[src/hw/rtl/pcw_pkg.sv]
// ----------------------------------------------------------------------------
// pcw_pkg
// Shared types, codes and the BCH(31,21) syndrome function for the pager
// codeword encoder.
// ----------------------------------------------------------------------------
package pcw_pkg;

  localparam int unsigned CwDataBits  = 20;
  localparam int unsigned BchDataBits = 21;
  localparam int unsigned BchChkBits  = 10;

  // x^10 + x^9 + x^8 + x^6 + x^5 + x^3 + 1
  localparam logic [10:0] BCH_POLY  = 11'h769;
  localparam logic [6:0]  SHIFT_IN  = 7'h0F;
  localparam logic [6:0]  SHIFT_OUT = 7'h0E;

  typedef enum logic [1:0] {
    KIND_ADDR  = 2'd0,
    KIND_CHAR  = 2'd1,
    KIND_FLUSH = 2'd2
  } kind_e;

  typedef struct packed {
    logic       commit;
    logic [1:0] kind;
    logic [7:0] char_byte;
  } pack_step_t;

  typedef struct packed {
    logic                  done;
    logic [CwDataBits-1:0] data;
  } pack_res_t;

  // Remainder of x^(pos+10) mod g(x): check-bit contribution of data bit pos.
  function automatic logic [BchChkBits-1:0] bch_syndrome(int unsigned pos);
    logic [BchChkBits:0] r;
    r = (BchChkBits+1)'(1);
    for (int unsigned k = 0; k < pos + BchChkBits; k++) begin
      r = {r[BchChkBits-1:0], 1'b0};
      if (r[BchChkBits]) begin
        r = r ^ BCH_POLY;
      end
    end
    return r[BchChkBits-1:0];
  endfunction

endpackage

[src/hw/rtl/pcw_in_if.sv]
// ----------------------------------------------------------------------------
// pcw_in_if
// Input channel: one beat is an address, a message byte or a flush.
// ----------------------------------------------------------------------------
interface pcw_in_if;
  logic        valid;
  logic        ready;
  logic [1:0]  kind;
  logic [20:0] pager_address;
  logic [1:0]  function_code;
  logic [7:0]  char_byte;

  modport source (output valid, kind, pager_address, function_code, char_byte,
                  input ready);
  modport sink   (input valid, kind, pager_address, function_code, char_byte,
                  output ready);
endinterface

[src/hw/rtl/pcw_out_if.sv]
// ----------------------------------------------------------------------------
// pcw_out_if
// Output channel: one beat is a finished 32-bit codeword.
// ----------------------------------------------------------------------------
interface pcw_out_if;
  logic        valid;
  logic        ready;
  logic [31:0] codeword;
  logic        is_address;

  modport source (output valid, codeword, is_address, input ready);
  modport sink   (input valid, codeword, is_address, output ready);
endinterface

[src/hw/rtl/pcw_bch.sv]
// ----------------------------------------------------------------------------
// pcw_bch
// Appends the ten BCH(31,21) check bits and the even parity bit to 21 bits
// of codeword data.
// ----------------------------------------------------------------------------
module pcw_bch (
  input  logic [20:0] data_i,
  output logic [31:0] codeword_o
);
  import pcw_pkg::*;

  logic [BchChkBits-1:0] term [BchDataBits];
  logic [BchChkBits-1:0] check;

  for (genvar g = 0; g < BchDataBits; g++) begin : g_syn
    localparam logic [BchChkBits-1:0] Syn = bch_syndrome(g);
    assign term[g] = data_i[g] ? Syn : '0;
  end

  always_comb begin
    check = '0;
    for (int i = 0; i < BchDataBits; i++) begin
      check = check ^ term[i];
    end
  end

  assign codeword_o = {data_i, check, ^{data_i, check}};

endmodule

[src/hw/rtl/pcw_msg_pack.sv]
// ----------------------------------------------------------------------------
// pcw_msg_pack
// Message bit packer: inserts shift-in/shift-out, packs 7-bit characters
// LSB first into 20-bit codeword payloads and handles flush.
// ----------------------------------------------------------------------------
module pcw_msg_pack (
  input  logic                clk_i,
  input  logic                rst_ni,
  input  pcw_pkg::pack_step_t step_i,
  output pcw_pkg::pack_res_t  res_o
);
  import pcw_pkg::*;

  localparam int unsigned WideBits = CwDataBits + 14;

  logic [CwDataBits-1:0] acc_q, acc_d;
  logic [4:0]            cnt_q, cnt_d;
  logic                  last_high_q, last_high_d;

  logic                high, need_pfx;
  logic [6:0]          pfx;
  logic [13:0]         stream;
  logic [WideBits-1:0] wide;
  logic [5:0]          total, over_bits;
  logic                over;

  function automatic logic [6:0] rev7(logic [6:0] v);
    logic [6:0] r;
    for (int i = 0; i < 7; i++) begin
      r[i] = v[6-i];
    end
    return r;
  endfunction

  always_comb begin
    high     = step_i.char_byte[7];
    need_pfx = high ? !last_high_q : last_high_q;
    pfx      = high ? SHIFT_OUT : SHIFT_IN;
    // First bit sent sits highest, so each character is bit-reversed.
    if (need_pfx) begin
      stream = {rev7(pfx), rev7(step_i.char_byte[6:0])};
      wide   = ({14'b0, acc_q} << 14) | {20'b0, stream};
      total  = {1'b0, cnt_q} + 6'd14;
    end else begin
      stream = {7'b0, rev7(step_i.char_byte[6:0])};
      wide   = ({14'b0, acc_q} << 7) | {20'b0, stream};
      total  = {1'b0, cnt_q} + 6'd7;
    end
    over      = total >= 6'(CwDataBits);
    over_bits = total - 6'(CwDataBits);

    res_o       = '0;
    acc_d       = acc_q;
    cnt_d       = cnt_q;
    last_high_d = last_high_q;
    case (kind_e'(step_i.kind))
      KIND_CHAR: begin
        last_high_d = high;
        if (over) begin
          res_o.done = 1'b1;
          res_o.data = CwDataBits'(wide >> over_bits);
          acc_d      = CwDataBits'(wide & ((WideBits'(1) << over_bits) - WideBits'(1)));
          cnt_d      = over_bits[4:0];
        end else begin
          acc_d = CwDataBits'(wide);
          cnt_d = total[4:0];
        end
      end
      KIND_FLUSH: begin
        // Pad the partial payload with zeros at the tail.
        res_o.done  = cnt_q != 5'd0;
        res_o.data  = acc_q << (5'(CwDataBits) - cnt_q);
        acc_d       = '0;
        cnt_d       = '0;
        last_high_d = 1'b1;
      end
      default: begin
      end
    endcase
  end

  always_ff @(posedge clk_i or negedge rst_ni) begin
    if (!rst_ni) begin
      acc_q       <= '0;
      cnt_q       <= '0;
      last_high_q <= 1'b1;
    end else if (step_i.commit) begin
      acc_q       <= acc_d;
      cnt_q       <= cnt_d;
      last_high_q <= last_high_d;
    end
  end

  a_cnt_range: assert property (@(posedge clk_i) disable iff (!rst_ni)
    cnt_q < 5'(CwDataBits))
    else $error("pending bit count out of range");

  a_acc_clean: assert property (@(posedge clk_i) disable iff (!rst_ni)
    (acc_q >> cnt_q) == '0)
    else $error("accumulator holds bits beyond the pending count");

  a_flush_clears: assert property (@(posedge clk_i) disable iff (!rst_ni)
    step_i.commit && (step_i.kind == KIND_FLUSH)
    |=> (cnt_q == 5'd0) && (acc_q == '0) && last_high_q)
    else $error("flush did not clear the message state");

endmodule

[src/hw/rtl/pocsag_codeword_encoder.sv]
// ----------------------------------------------------------------------------
// pocsag_codeword_encoder
// Pager codeword encoder: address codewords and packed message codewords
// with BCH(31,21) check bits and even parity.
// ----------------------------------------------------------------------------
//  Channel | Dir | Beat contents
//  --------+-----+-----------------------------------------------------
//  in_i    | in  | kind, pager_address, function_code, char_byte
//  out_o   | out | codeword, is_address (zero or one beat per input beat)
//
//  One input beat per cycle while the output is not stalled; a result passes
//  through the input register, then through the packer and the BCH network
//  into the output register.
//  Reset clears the message state (no pending bits, a leading 7-bit byte
//  gets shift-in, a leading high byte gets no shift-out).
//  A stalled output holds the pipe; input is still taken while the input
//  register is empty or the output register moves on.
// ----------------------------------------------------------------------------
module pocsag_codeword_encoder (
  input  logic      clk_i,
  input  logic      rst_ni,
  pcw_in_if.sink    in_i,
  pcw_out_if.source out_o
);
  import pcw_pkg::*;

  logic        in_vld_q;
  logic [1:0]  kind_q;
  logic [20:0] addr_q;
  logic [1:0]  fn_q;
  logic [7:0]  byte_q;

  logic        out_vld_q, out_vld_d;
  logic [31:0] cw_q, cw_d;
  logic        is_addr_q, is_addr_d;

  logic        adv;
  logic        in_fire;
  logic        is_addr;
  logic [20:0] bch_data;
  pack_step_t  step;
  pack_res_t   pack_res;

  assign adv        = !out_vld_q || out_o.ready;
  assign in_i.ready = !in_vld_q || adv;
  assign in_fire    = in_i.valid && in_i.ready;

  assign step.commit    = in_vld_q && adv;
  assign step.kind      = kind_q;
  assign step.char_byte = byte_q;

  pcw_msg_pack u_pack (
    .clk_i  (clk_i),
    .rst_ni (rst_ni),
    .step_i (step),
    .res_o  (pack_res)
  );

  assign is_addr  = kind_q == KIND_ADDR;
  assign bch_data = is_addr ? {1'b0, addr_q[20:3], fn_q} : {1'b1, pack_res.data};

  pcw_bch u_bch (
    .data_i     (bch_data),
    .codeword_o (cw_d)
  );

  assign out_vld_d = in_vld_q && (is_addr || pack_res.done);
  assign is_addr_d = is_addr;

  always_ff @(posedge clk_i or negedge rst_ni) begin
    if (!rst_ni) begin
      in_vld_q  <= 1'b0;
      out_vld_q <= 1'b0;
    end else begin
      if (in_i.ready) begin
        in_vld_q <= in_i.valid;
      end
      if (adv) begin
        out_vld_q <= out_vld_d;
      end
    end
  end

  always_ff @(posedge clk_i) begin
    if (in_fire) begin
      kind_q <= in_i.kind;
      addr_q <= in_i.pager_address;
      fn_q   <= in_i.function_code;
      byte_q <= in_i.char_byte;
    end
    if (adv) begin
      cw_q      <= cw_d;
      is_addr_q <= is_addr_d;
    end
  end

  assign out_o.valid      = out_vld_q;
  assign out_o.codeword   = cw_q;
  assign out_o.is_address = is_addr_q;

  a_flag_matches_kind: assert property (@(posedge clk_i) disable iff (!rst_ni)
    out_vld_q |-> (cw_q[31] != is_addr_q))
    else $error("codeword flag bit disagrees with codeword type");

  a_even_parity: assert property (@(posedge clk_i) disable iff (!rst_ni)
    out_vld_q |-> (^cw_q == 1'b0))
    else $error("codeword parity is odd");

  a_addr_always_result: assert property (@(posedge clk_i) disable iff (!rst_ni)
    step.commit && is_addr |=> out_vld_q && is_addr_q)
    else $error("address beat produced no codeword");

endmodule

[src/flat_wrapper.sv]
// flat-port wrapper written by rule: the top's interface ports become plain ports
module pocsag_codeword_encoder_flat import pcw_pkg::*;
  (clk_i, rst_ni, in_i_valid, in_i_kind, in_i_pager_address, in_i_function_code, in_i_char_byte, in_i_ready, out_o_valid, out_o_codeword, out_o_is_address, out_o_ready);
  pcw_in_if in_i_i ();
  pcw_out_if out_o_i ();
  input  logic clk_i;
  input  logic rst_ni;
  input wire logic [$bits(in_i_i.valid)-1:0] in_i_valid;
  input wire logic [$bits(in_i_i.kind)-1:0] in_i_kind;
  input wire logic [$bits(in_i_i.pager_address)-1:0] in_i_pager_address;
  input wire logic [$bits(in_i_i.function_code)-1:0] in_i_function_code;
  input wire logic [$bits(in_i_i.char_byte)-1:0] in_i_char_byte;
  output wire logic [$bits(in_i_i.ready)-1:0] in_i_ready;
  output wire logic [$bits(out_o_i.valid)-1:0] out_o_valid;
  output wire logic [$bits(out_o_i.codeword)-1:0] out_o_codeword;
  output wire logic [$bits(out_o_i.is_address)-1:0] out_o_is_address;
  input wire logic [$bits(out_o_i.ready)-1:0] out_o_ready;
  assign in_i_i.valid = in_i_valid;
  assign in_i_i.kind = in_i_kind;
  assign in_i_i.pager_address = in_i_pager_address;
  assign in_i_i.function_code = in_i_function_code;
  assign in_i_i.char_byte = in_i_char_byte;
  assign in_i_ready = in_i_i.ready;
  assign out_o_valid = out_o_i.valid;
  assign out_o_codeword = out_o_i.codeword;
  assign out_o_is_address = out_o_i.is_address;
  assign out_o_i.ready = out_o_ready;
  pocsag_codeword_encoder u_core (.clk_i(clk_i), .rst_ni(rst_ni), .in_i(in_i_i), .out_o(out_o_i));
endmodule
[config.mk]
export PLATFORM = sky130hd
export DESIGN_NAME = pocsag_codeword_encoder_flat
export DESIGN_NICKNAME = d
export VERILOG_FILES = /design/src/hw/rtl/pcw_pkg.sv /design/src/hw/rtl/pcw_in_if.sv /design/src/hw/rtl/pcw_out_if.sv /design/src/hw/rtl/pcw_bch.sv /design/src/hw/rtl/pcw_msg_pack.sv /design/src/hw/rtl/pocsag_codeword_encoder.sv /design/src/flat_wrapper.sv
export SDC_FILE = /design/constraint.sdc
export NUM_CORES = 1
export LEC_CHECK = 0
export ABC_AREA = 1
export BUFFER_PORTS_ARGS = -buffer_cell sky130_fd_sc_hd__buf_2
export CORE_MARGIN = 2
export CORE_UTILIZATION = 40
export CTS_CLUSTER_DIAMETER = 80
export DETAILED_ROUTE_END_ITERATION = 16
export GPL_TIMING_DRIVEN = 1
export SETUP_SLACK_MARGIN = 0.15
export SLEW_MARGIN = 40
export SYNTH_ARGS = -nofsm -noshare
export SYNTH_HDL_FRONTEND = slang
export SYNTH_HIERARCHICAL = 1
export SYNTH_SLANG_ARGS = --single-unit
[constraint.sdc]
create_clock -name clk_i -period 3.6 [get_ports clk_i]
set_clock_uncertainty 0.1 [all_clocks]
set_input_delay 0.18 -clock clk_i [delete_from_list [all_inputs] [get_ports clk_i]]
set_output_delay 0.18 -clock clk_i [all_outputs]
set_load 0.01 [all_outputs]
==> results.yml <==
die:
  placementRows: 56
  boundaryPins: 72
  initial_utilization: 0.405
  coreArea_sq_um: 23300
  fp.dieH_um: 158
  die_w_um: 158
  design.die.area_sq_um: 24900
place:
  dpl-instance-area_sq_um: 11700
  detail_placement_hpwl_mm: 28.9
  gpl.final_weighted_congestion: 1.02
  port_buffers: 68
  dp_cells: 2106
synthesis:
  synthesis.instances: 1543
  synth_enable_flop_cells: 63
  synth_ff_type: "edfxtp_1"
  postSynthAreaPerCell_sq_um: 6.12
  ys.warnings.count: 6
  synth.distinct_cells: 52
  synth-seq-area-share: 0.275
  ys_top_cells_by_area: "nand2_1 (26%), edfxtp_1 (20%), nand3_1 (8.5%)"
  syn_area_sq_um: 9450
  synth-async-reset-ratio: 0.308
  yosys_register_bits: 91
  synth_top_cell_area_share: 0.257
  synthesis.nets: 1587
  post-synth-top-area-cell: "nand2_1"
hold_path:
  min_path_type: "in2async"
timing:
  final.min_clock_period_ns: 4.23
  finalHoldViolations: 0
  fin_crit_sh: 1.18
  fin_setup_tns_ns: -2.55
  achievable_clock_frequency_mhz: 236
  finalWorstSetupSlack_ns: -0.634
  rsz0062_at_grt: "yes"
  slew_headroom: 0.545
  maxSlewViolCount: 0
  number_of_endpoints_failing_setup_at_the_final_stage: 11
  worstMarginPinSlew_ns: 0.682
global_route:
  grt_antenna_before_repair: 0
  grt_start_max_net_pins: 34
  grt_pass1_vias: 10702
  track_usage: 0.299
  grt_pass1_wl_mm: 56.8
  globalRouteOverflowTotal: 0
worst_setup_path:
  worstPathArrival_ns: 4.26
  worstSetupPathType: "reg2reg"
  start_kind: "flop"
  cp_slowest_stage_delay_ns: 0.52
  crit_path_frequent_cell: "nand2_4"
  r2r-start: "u_core/byte_q[7]"
  crit_fanout: 8
  timing.critical_path.to_type: "flop"
  critical_path.slowest_cell: "edfxtp_1"
  timing.critical_path.required_ns: 3.62
  setup.worst_path.start: "u_core/byte_q[7]"
run_status:
  status: "finished with violations"
  violations: "setup timing"
final_layout:
  multiInputGateArea_sq_um: 7010
  final_core_utilization: 0.616
  syn_to_final_growth_pct: 52.2
  finish.cell_count_without_fillers: 2222
  highest_count_cells_in_the_layout_ignoring_fill_and_taps: "nand2_1 (493), buf_4 (285), nand2_2 (144)"
  mostFrequentLayoutCell: "nand2_1"
  final_layout_size_suffix_gt1_frac: 0.419
  sequential_cell_area_sq_um: 2590
  filler_cell_count: 2147
  final_net_count: 1942
  post-route-cell-area_sq_um: 14400
  antennaDiodeCount: 0
detailed_routing:
  drcViolationCount: 0
  route.detailed.vias_per_inst: 5.22
  firstDrtPassIters: 5
  num_vias: 11608
  detail-route-antenna-nets: 0
  postRouteWirelength_mm: 38.1
  drt_iter0_markers: 927
  wl_per_cell_um: 17.1
clock_tree:
  root_buffer: "clkbuf_16"
  cts.clk_slew.worst_paths_ns: 0.07
  clk-insertion-delay-late_ns: 0.36
  clock-sinks: 91
  tritoncts: "built"
  clock_tree.buffer_depth: 2
  cts.htree.levels: 3
  cts-buffers-inserted: 9
flow_run:
  cap_violations: 0
## layout make-up
class                      instances  share of cell area
clock buffer                      10              0.0166
tap                              319              0.0278
sequential                        91               0.180
inverter                         165              0.0471
clock inverter                     6             0.00365
timing repair buffer             428               0.237
multi-input combinational       1203               0.487
## path summary, 6_finish.rpt
kind / end / slack [ns] / cells after the start
min: u_core/u_pack/cnt_q[0] / 0.29 / 2
max: u_core/out_o.codeword[0] / -0.63 / 36
min reg2reg: u_core/out_o.valid / 0.40 / 2
min in group clk_i: u_core/out_o.valid / 0.40 / 2
max reg2reg: u_core/out_o.codeword[0] / -0.63 / 36
max in group asynchronous: u_core/u_pack/cnt_q[1] / 2.66 / 2
## through the flow
step	hold slack, ns	setup slack, ns
after floorplan	-0.216	0.00358
after global placement	0.162	-0.743
after detailed placement	0.159	-0.734
after CTS	0.304	-0.500
after global routing	0.351	-0.897
final	0.294	-0.634
## state kept, by name, summed over array words and instances, names as in the netlist
signal and flops:
u_core/addr_q 18, u_core/byte_q 8, u_core/fn_q 2, u_core/in_vld_q 1
u_core/kind_q 2, u_core/out_o.codeword 32, u_core/out_o.is_address 1, u_core/out_o.valid 1
u_core/u_pack/acc_q 20, u_core/u_pack/cnt_q 5, u_core/u_pack/last_high_q 1
## worst max-delay path, delay by kind of cell, from the launching register on
kind / cells / cell delay [ns]
AND/OR/NAND/NOR: 27 / 2.35
buffers and inverters: 8 / 0.88
flip-flops: 1 / 0.52
AO/OA/AOI/OAI: 1 / 0.13
## layer usage
layer  track usage  wire length, um  up-vias
li1              -                -     5673
met1         0.354            14800     5405
met2         0.526            19200      423
met3        0.0296             2060      107
met4         0.170             2080        0
met5             0                0        -
## kinds of logic after synthesis
family	Yosys count	synth area share
XOR/XNOR	16	0.0148
buffers and inverters	250	0.130
flip-flops	91	0.275
AND/OR/NAND/NOR	979	0.449
adder cells (fa/ha/maj)	7	0.00927
AO/OA/AOI/OAI	192	0.114
multiplexers	8	0.00848
## Yosys cell counts, types with 2 or more instances
cell type    n
a21oi_1     32
a22oi_1      2
a31oi_1      2
and2_1       2
buf_1        3
buf_2       23
buf_4       30
buf_6       17
clkbuf_1    11
dfrtp_1     27
edfxtp_1    63
ha_1         7
inv_1      129
inv_2       32
inv_4        2
mux2i_1      8
nand2_1    648
nand2_2     49
nand2_4      7
nand3_1    160
nand3_2      3
nand3b_1     4
nand4_1     21
nor2_1      54
nor2_2      13
nor2_4       4
nor3_1       7
o211ai_1    12
o21ai_0     97
o21ai_1     25
o21ai_2      2
o221ai_1     2
o22ai_1      7
o31ai_1      2
o32ai_1      2
or2_1        4
xnor2_1      7
xor2_1       9
## timing repair
action,in CTS,in global routing
endpoints found under the setup margin,11,12
buffers inserted,32,32
hold buffers,33,0
endpoints found under the hold margin,59,0
pin swaps,65,127
cloned,2,1
resized for setup,159,256
Power is not shown: default switching activity piles up to over one toggle a cycle in this logic, so the estimate is an artifact.
